**config.mk**
```make
export PLATFORM = sky130hd
export DESIGN_NAME = bpfa_find
export DESIGN_NICKNAME = d
export VERILOG_FILES = /design/src/rtl/bpfa_pkg.sv /design/src/rtl/bpfa_find.sv
export SDC_FILE = /design/constraint.sdc
export NUM_CORES = 1
export LEC_CHECK = 0
export ABC_AREA = 1
export BUFFER_PORTS_ARGS = -buffer_cell sky130_fd_sc_hd__buf_2
export CORE_MARGIN = 4
export CORE_UTILIZATION = 46
export DETAILED_ROUTE_END_ITERATION = 10
export PLACE_DENSITY = 0.81
export SLEW_MARGIN = 15
export SYNTH_ARGS = -nofsm -noshare
export SYNTH_HDL_FRONTEND = slang
export SYNTH_SLANG_ARGS = --single-unit
```
**constraint.sdc**
```tcl
create_clock -name vclk -period 2
set_clock_uncertainty 0.1 [all_clocks]
set_input_delay 0.2 -clock vclk [all_inputs]
set_output_delay 0.2 -clock vclk [all_outputs]
set_load 0.03 [all_outputs]
```
**src/rtl/bpfa_pkg.sv**
```systemverilog
// Shared constants, codes and transaction types for the bitmap page frame allocator.
// No dependencies; imported by the top level, the find unit and the checker.
package bpfa_pkg;

    // Geometry
    localparam int PAGE_COUNT = 65536;
    localparam int PAGE_BYTES = 4096;
    localparam int PAGE_SHIFT = $clog2(PAGE_BYTES);
    localparam int WORD_BITS  = 32;
    localparam int BIT_W      = $clog2(WORD_BITS);
    localparam int MAP_WORDS  = (PAGE_COUNT + WORD_BITS - 1) / WORD_BITS;
    localparam int PAGE_IDX_W = $clog2(PAGE_COUNT);
    localparam int WORD_IDX_W = (PAGE_IDX_W > BIT_W) ? (PAGE_IDX_W - BIT_W) : 1;
    localparam int HELD_W     = $clog2(PAGE_COUNT + 1);

    // Port widths
    localparam int REG_W      = 17;
    localparam int CNT_W      = 17;
    localparam int ADDR_W     = 32;
    localparam int CMD_W      = 2;
    localparam int STAT_W     = 2;
    localparam int PAGE_W     = 16;
    localparam int CFG_IDX_W  = 2;
    localparam int ADDR_IDX_W = ADDR_W - PAGE_SHIFT;
    localparam int BND_W      = (HELD_W > REG_W) ? HELD_W : REG_W;

    // Reset value of the protected bound: first 20 MB stay reserved
    localparam logic [REG_W-1:0] LOWEST_RESET = REG_W'(20 * 1024 * 1024 / PAGE_BYTES);

    // Commands
    localparam logic [CMD_W-1:0] CMD_ALLOC = 2'd0;
    localparam logic [CMD_W-1:0] CMD_FREE  = 2'd1;
    localparam logic [CMD_W-1:0] CMD_MARK  = 2'd2;

    // Result status
    localparam logic [STAT_W-1:0] ST_DONE      = 2'd0;
    localparam logic [STAT_W-1:0] ST_NONE_FREE = 2'd1;
    localparam logic [STAT_W-1:0] ST_INVALID   = 2'd2;

    // Configuration register indexes
    localparam logic [CFG_IDX_W-1:0] CFG_TOTAL_PAGES = 2'd0;
    localparam logic [CFG_IDX_W-1:0] CFG_LOWEST_PAGE = 2'd1;

    typedef struct packed {
        logic [CMD_W-1:0]  command;
        logic [ADDR_W-1:0] address;
        logic [PAGE_W-1:0] page;
    } bpfa_in_t;

    typedef struct packed {
        logic [STAT_W-1:0] status;
        logic [ADDR_W-1:0] page_address;
        logic [CNT_W-1:0]  free_count;
    } bpfa_out_t;

endpackage

```
**src/rtl/bpfa_find.sv**
```systemverilog
// Search unit for allocate: lowest clear bit of one bitmap word inside a bit window.
// Depends on bpfa_pkg.
module bpfa_find
    import bpfa_pkg::*;
(
    input  logic [WORD_BITS-1:0] word,
    input  logic                 lo_en,
    input  logic [BIT_W-1:0]     lo_bit,
    input  logic                 hi_en,
    input  logic [BIT_W-1:0]     hi_bit,
    output logic                 found,
    output logic [BIT_W-1:0]     bit_idx
);

    logic [WORD_BITS-1:0] lo_mask;
    logic [WORD_BITS-1:0] hi_mask;
    logic [WORD_BITS-1:0] free_bits;

    // Window: bits from lo_bit (first word) through hi_bit (last word)
    assign lo_mask   = lo_en ? ({WORD_BITS{1'b1}} << lo_bit) : {WORD_BITS{1'b1}};
    assign hi_mask   = hi_en ? ({WORD_BITS{1'b1}} >> (BIT_W'(WORD_BITS - 1) - hi_bit))
                             : {WORD_BITS{1'b1}};
    assign free_bits = ~word & lo_mask & hi_mask;

    // Priority encoder, lowest index wins
    always_comb
    begin
        found   = 1'b0;
        bit_idx = '0;
        for (int i = WORD_BITS - 1; i >= 0; i--)
        begin
            if (free_bits[i])
            begin
                found   = 1'b1;
                bit_idx = BIT_W'(i);
            end
        end
    end

endmodule

```
==> summary.txt, run 1 <==
CTS
  • Resized cells post-CTS: 77
  • # Post-CTS Setup Buffers: 8
  • Hold Buf Count CTS: 0

Floorplan
  • Die H: 57.6 um
  • Starting Density: between 40% and 50%
  • Site Rows: 17
  • Io pins: 50
  • Die X: 57.6 um

Run status
  • Status: stopped before the end
  • Error message: [ERROR DPL-0033] detailed placement checks failed during check placement.
  • Fail Step: clock tree synthesis (4_1_cts)

Place
  • GPL Wtd Cong: 0.975
  • Port buffer count: 50
  • Placed cell area: 0.00196 mm2
  • Detailed placement HPWL: 4330 um

Yosys
  • Synth cell count leaders: nand2_1, inv_1, nor2_1, a21oi_1, nor3_1
  • YS warnings: 0
  • Count leader, synth: nand2_1
  • Largest area contributor in the netlist: nand2_1
  • Synth top area share: between 20 and 25%
  • Syn_area_per_cell: 4.76 um2
  • Register area share after synthesis: 0%
  • Post-synth cell types: 35
  • Synthesized area: 0.00113 mm2
  • Area contributors post-synth: nand2_1, inv_1, nor2_1
  • Post-Synthesis Cells: 238
  • Post-synth net total: about 280
kinds of logic after synthesis:
family / share of synthesized area [%]
AO/OA/AOI/OAI: 29.4
AND/OR/NAND/NOR: 53.9
buffers and inverters: 16.7
through the flow:
| step | setup WS [ns] | TNS, ns | std cells | util (%) |
|---|---|---|---|---|
| 3_5_place_dp | -0.693 | -3.01 | 378 | 86.0 |
| 3_3_place_gp | -0.573 | -2.61 | 378 | 86.0 |
| 2_1_floorplan | -0.292 | -0.563 | 238 | - |
==> run 2, diff against run 1 <==
CORE_AREA = 4 4 65 67   (was unset)
CORE_MARGIN = unset   (was 4)
CORE_UTILIZATION = unset   (was 46)
DIE_AREA = 0 0 69 71   (was unset)
PLACE_DENSITY = unset   (was 0.81)
PLACE_DENSITY_LB_ADDON = 0.15   (was unset)
clock period = 2.6 ns   (was 2 ns; I/O delays follow)
==> summary.txt, run 2 <==
Setup path
  • Crit-path leading delay family: simple AND/OR/NAND/NOR gates
  • CP Class: primary input to output port
  • Critical Path RT: 2.24 ns
  • Crit end category: output port
  • Crit-path slowest cell: o21ai_0
  • CP Buf/Inv Count: 4
  • Critical Path Start Type: primary input
  • CP dominant cell by count: nand2_1
  • CP startpoint: lo_bit[0]
  • WP data arrival: 2.28 ns
  • Worst-path fanout max: 3
  • Critical path's largest stage delay: 0.22 ns

Yosys
  • Synth cell count leaders: nand2_1, inv_1, nor2_1, a21oi_1, nor3_1
  • Post-Synthesis Cells: 238 (unchanged)
  • Count leader, synth: nand2_1
  • Largest area contributor in the netlist: nand2_1
  • Register area share after synthesis: 0% (unchanged)
  • Area contributors post-synth: nand2_1, inv_1, nor2_1
  • Post-synth cell types: 35 (unchanged)
  • Post-synth net total: 282 (unchanged)
  • Syn_area_per_cell: 4.76 um2 (unchanged)
  • YS warnings: 0 (unchanged)
  • Synthesized area: 0.00113 mm2 (unchanged)
  • Synth top area share: 22.2% (unchanged)

Route
  • Residual DRC: 0
  • Pre-antenna DRT Iters: 4
  • Avg WL per Cell: 12.8 um
  • Vias per cell: 4.76
  • Routed WL: approximately 4900 um
  • DR vias: 1,828
  • Routed Antenna Nets: 0
  • Iter 0 DRT Violations: 74

GRT
  • Antenna violations before repair: 0
  • Total grt overflow: 0
  • Largest net degree at the start of global routing: 10
  • Busiest grt layer: met2
  • Met3 usage: under 10%
  • Total track usage: 18.5%
  • Global-route wire length before repair: 7690 um
  • Met2 usage: roughly 34%
  • Via count of the first global-routing pass: between 1,500 and 2,000
  • Met1 GRT Util: 24.6%

Finish
  • Fillers: 393
  • Area growth syn-to-layout: 80.7%
  • Multi-input logic area: around 0.0011 mm2
  • Layout net count: 382
  • Final Instance Area: roughly 0.002 mm2
  • Register area: 0 um2
  • Sequential cell count: 0
  • Clock buf count: 0
  • Commonest non-fill, non-tap cell in the layout: nand2_1
  • Antenna diodes: 0
  • Layout cells sized above 1: 46.1%
  • Most frequent cells in the layout: nand2_1, buf_4, buf_2

Timing
  • Tightest Pin Transition: about 0.53 ns
  • Max_slew headroom: 64.3%
  • Setup violators final: 1
  • Fin Hold WS: 0.806 ns
  • Setup WS post-layout: -0.0373 ns
  • Final hold viol count: 0
  • RSZ-0062 raised after global routing: yes
  • Post-layout min period: 2.64 ns
  • Max-slew violations: 0
  • Max Freq: between 300 and 400 MHz
  • Fin crit share: 101%

Min path
  • Worst hold path type: primary input to output port
  • Hold Crit Start: word[0]
  • Hold path depth: 4
  • Sink of the worst hold path: bit_idx[0]

Run status
  • Status: complete, but fails checks
  • Failing checks: setup timing

Power
  • VDD IR max: 0.0844 mV
  • Leakage power: 1.11 nW
  • Pwr Density: 201 mW/mm2

Floorplan
  • Starting Density: 31.2% (-19 points)
  • Io pins: 50 (unchanged)
  • Site Rows: 22 (+5)
  • Die H: 71 um (+23%)
  • Die area: 0.00490 mm2
  • Die X: 69 um (+20%)
  • Core area: between 0.003 and 0.004 mm2

CTS
  • Hold Buf Count CTS: 0 (unchanged)

Place
  • GPL Wtd Cong: 0.961 (-1.4%)
  • Detailed placement HPWL: 4100 um (-5.4%)
  • Setup WS pre-CTS: -0.100 ns (+0.592 ns)
  • Port buffer count: 50 (unchanged)
  • Placed cell area: 0.00176 mm2 (-10%)

Run
  • Max Cap Viol: 0
[run 2: cell counts after synthesis]
No cell type changed its count.
[run 2: worst min-delay path: cells and delay by family]
kind | cells | cell delay [ns]
buffers and inverters | 2 | 0.21
AO/OA/AOI/OAI | 2 | 0.17
[run 2: layout make-up]
type,count,share of cell area (%)
inverter,47,9.05
multi-input combinational,190,53.8
tap,48,2.94
timing repair buffer,99,34.3
[run 2: kinds of logic after synthesis]
kind of cell | after synthesis | synth area share, %
AOI/OAI and AO/OA | 54 | 29.4
and+or+nand+nor | 136 | 53.9
buffers and inverters | 48 | 16.7
[run 2: worst max path at each step]
stage	to	slack [ns]	depth (start not counted)
finish	bit_idx[0]	-0.04	28
global route	bit_idx[0]	-0.32	32
CTS	bit_idx[0]	-0.004	33
detailed placement	bit_idx[0]	-0.10	32
global placement	bit_idx[0]	-0.13	32
floorplan	bit_idx[0]	0.1	30
[run 2: per-stage QoR]
stage	instances	setup TNS [ns]	utilization [%]	power, mW
after floorplan	238	0	-	0.197
after global placement	378	-0.125	48.5	0.345
after detailed placement	378	-0.113	48.5	0.345
after CTS	378	-0.00439	49.8	0.358
after global routing	384	-0.440	56.3	0.452
final	384	-0.0373	56.3	0.411
[run 2: timing repair]
action / in CTS / in global routing
endpoints found under the setup margin: 3 / 6
resized for setup: 15 / 63
buffers inserted: 0 / 6
pin swaps: 1 / 22
[run 2: report_power, final]
group	switching, mW	total [mW]	internal, mW	leakage, nW
logic	0.226	0.411	0.185	1.11
registers	0	0	0	0
clock network	0	0	0	0
[run 2: routing by layer]
| layer | vias up | share of wire [%] |
|---|---|---|
| met5 | - | 0 |
| met4 | 0 | 0.75 |
| met3 | 4 | 3.9 |
| met2 | 48 | 49 |
| met1 | 802 | 46 |
| li1 | 974 | - |
Note: power is estimated with default switching activity, not from simulation.
